`src/sv/ktbl_ram.sv`:
```
`timescale 1ns / 1ps
module ktbl_ram #(
   parameter int WIDTH = 8,
   parameter int DEPTH = 16
) (
   input  logic                     clock,
   input  logic                     wr_en,
   input  logic [$clog2(DEPTH)-1:0] wr_addr,
   input  logic [WIDTH-1:0]         wr_data,
   input  logic [$clog2(DEPTH)-1:0] rd_addr,
   output logic [WIDTH-1:0]         rd_data
);

   logic [WIDTH-1:0] mem [DEPTH];
   logic [WIDTH-1:0] rd_data_ff;

   always_ff @(posedge clock) begin
      if (wr_en) begin
         mem[wr_addr] <= wr_data;
      end
      rd_data_ff <= mem[rd_addr];
   end

   assign rd_data = rd_data_ff;

endmodule

```
`config.mk`:
```
export PLATFORM = sky130hd
export DESIGN_NAME = ktbl_ram
export DESIGN_NICKNAME = d
export VERILOG_FILES = /design/src/sv/ktbl_ram.sv
export SDC_FILE = /design/constraint.sdc
export NUM_CORES = 1
export LEC_CHECK = 0
export BUFFER_PORTS_ARGS = -buffer_cell sky130_fd_sc_hd__buf_2
export CAP_MARGIN = 30
export CORE_MARGIN = 4
export CORE_UTILIZATION = 50
export DETAILED_ROUTE_END_ITERATION = 8
export MAX_ROUTING_LAYER = met4
export PLACE_DENSITY = 0.67
export SKIP_CTS_REPAIR_TIMING = 1
export SLEW_MARGIN = 20
export SYNTH_ARGS = -nofsm -noshare
export SYNTH_HDL_FRONTEND = slang
export SYNTH_SLANG_ARGS = --single-unit
export TNS_END_PERCENT = 30
```
`constraint.sdc`:
```
create_clock -name clock -period 4.7 [get_ports clock]
set_input_delay 0.235 -clock clock [delete_from_list [all_inputs] [get_ports clock]]
set_output_delay 0.235 -clock clock [all_outputs]
set_load 0.02 [all_outputs]
```
==> results_dict.tcl <==
set metrics [dict create \
    place.gp.congestion 0.709 \
    min_period_ns 1.41 \
    cts.sinks 136 \
    synthAdderAreaFrac_pct 0 \
    required_ns 4.84 \
    grt_max_degree 33 \
    area_growth_syn_to_layout_pct 16.4 \
    setup_viol 0 \
    period_share_pct 30.0 \
    rows 36 \
    die_y_um 109 \
    first_pass_iters 5 \
    startpoint_type "input pin" \
    clk_latency_ns 0.52 \
    cp-end-kind "flip-flop" \
    fin_util_pct 60.5 \
    cpPeakStageDelay_ns 0.66 \
    cts_buffer_depth 2 \
    num_vias 2409 \
    critPathArrivalTime_ns 1.55 \
    nNetsFinal 285 \
    drv_slew 0 \
    portBuffers 25 \
    synthXorXnorAreaFrac_pct 0 \
    drive_gt1_share_pct 29.3 \
    worst_slew_pin_slew_ns 0.924 \
    hold_path_class "input pin to flip-flop" \
    hpwl_um 6270 \
    netlist_area_um2 5150 \
    cts.clk_slew.worst_paths_ns 0.06 \
    ys_types 19 \
    hold_viol 0 \
    grt_pass1_wl_um 14800 \
    syn_nets 247 \
    cp_top_family "simple AND/OR/NAND/NOR gates" \
    htree_levels 4 \
    ys_ff_latch 136 \
    syn_avg_cell_area_um2 22.5 \
    synth-async-reset-ratio_pct 0 \
    fin_ws_ns 3.29 \
    syn_inst 229 \
    coreArea_um2 9910 \
    dieArea_um2 12000 \
    antenna_cells 0 \
    place_ws_ns 2.74 \
    power.density_nw_per_um2 463 \
    maxCapViolations 0 \
    slew_headroom_pct 38.2 \
    leakagePower_nw 2.01 \
    fmaxAchievable_mhz 709 \
    grt_pass1_vias 2439 \
    crit_slowest_cell "nor2_1" \
    cts_tree "yes" \
    totalWireLength_um 9920 \
    synth_compound_area_share_pct 2.33 \
    drtIter0Drc 208 \
    synth_edf_count 128 \
    fp.dieW_um 109 \
    cts-root-buf "clkbuf_8" \
    crit_chain "buf_2 > or3b_2 > nor2_1" \
    most-common-layout-cells "edfxtp_1, buf_2, mux4_2" \
    rsz0062_at_grt "no" \
    synth.area.mux_share_pct 15.0 \
    start_util_pct 51.9 \
    tns_ns 0 \
    synthSimpleGateAreaFrac_pct 3.18 \
    io_pins 26 \
    fin_cells 413 \
    antenna_left 0 \
    wl_per_cell_um 24.0 \
    dp.cells 380 \
    path_buf_inv 1 \
    r2r_start "mem[11][7]" \
    grtUsageTotal_pct 18.7 \
    status "finished, final reports clean" \
    synth_top_family_by_area "multiplexers" \
    hp-start "wr_data[4]" \
    power_w 0.00277 \
    fin_skew_ns 0.00829 \
    drc_errors 0 \
    final_common_cell "edfxtp_1" \
    critical_path_class "input pin to flip-flop" \
    drt-vias-per-instance 5.83 \
    peakVddDrop_v 0.000250 \
    ys_warn_count 0 \
    synth-main-ff-cell "edfxtp_1" \
    overflow 0 \
    antenna_found_initial 0 \
    fill_cells 716 \
    cp-startpoint "wr_addr[2]" \
    seq_area_frac_synth_pct 77.8 \
    worstPathMaxFanout 8 \
    cts_buffers 17 \
]
[cell families after synthesis]
logic type             Yosys count
AO/OA/AOI/OAI                   16
flip-flops                     136
multiplexers                    32
AND/OR/NAND/NOR                 35
buffers and inverters           10
[metal layers]
layer  routed length, um  GRT usage (%)
met3                 710           4.64
met5                   0              -
met1                4350           26.5
met4                  85           6.14
met2                4780           27.0
[state kept, by name (all words and copies together) (netlist names)]
name and count:
mem 128, rd_data 8
[report_power, final]
part	internal [W]	total, W	switching [W]	leakage (nW)
combinational	0.0000505	0.000129	0.0000785	0.499
sequential	0.00136	0.00137	0.00000950	1.22
clock	0.000797	0.00128	0.000482	0.284
total	0.00220	0.00277	0.000570	2.01
[cells in the mapped netlist, drive strengths merged, types with 2 or more instances]
cell	n	area share, %
edfxtp	128	75
mux4	32	15
a22oi	16	2.3
nor2	13	0.95
nand2	9	0.66
dfxtp	8	3.1
buf	7	1.1
nor3	4	0.39
clkdlybuf4s25	3	0.58
nand2b	2	0.24
nand3b	2	0.29
[stage by stage]
stage	hold WS [ns]	cell area, um2
global placement	0.614	5370
global route	0.0957	5990
floorplan	0.334	5150
finish	0.0995	5990
CTS	0.0934	5980
detailed placement	0.634	5400
[final cells by class]
type                       count  area, um2  area share, %
clock buffer                  21        459           7.66
clock inverter                11        121           2.03
multi-input combinational     83       1070           17.9
sequential                   136       4000           66.8
tap                          133        166           2.78
timing repair buffer          29        168           2.80
[final timing paths]
kind,to,slack (ns),cells after the start
max,mem[2][1],3.29,3
min,mem[11][4],0.1,1
max reg2reg,rd_data[7],3.33,3
min reg2reg,rd_data[2],0.67,3
(Power assumes the default switching activity.)
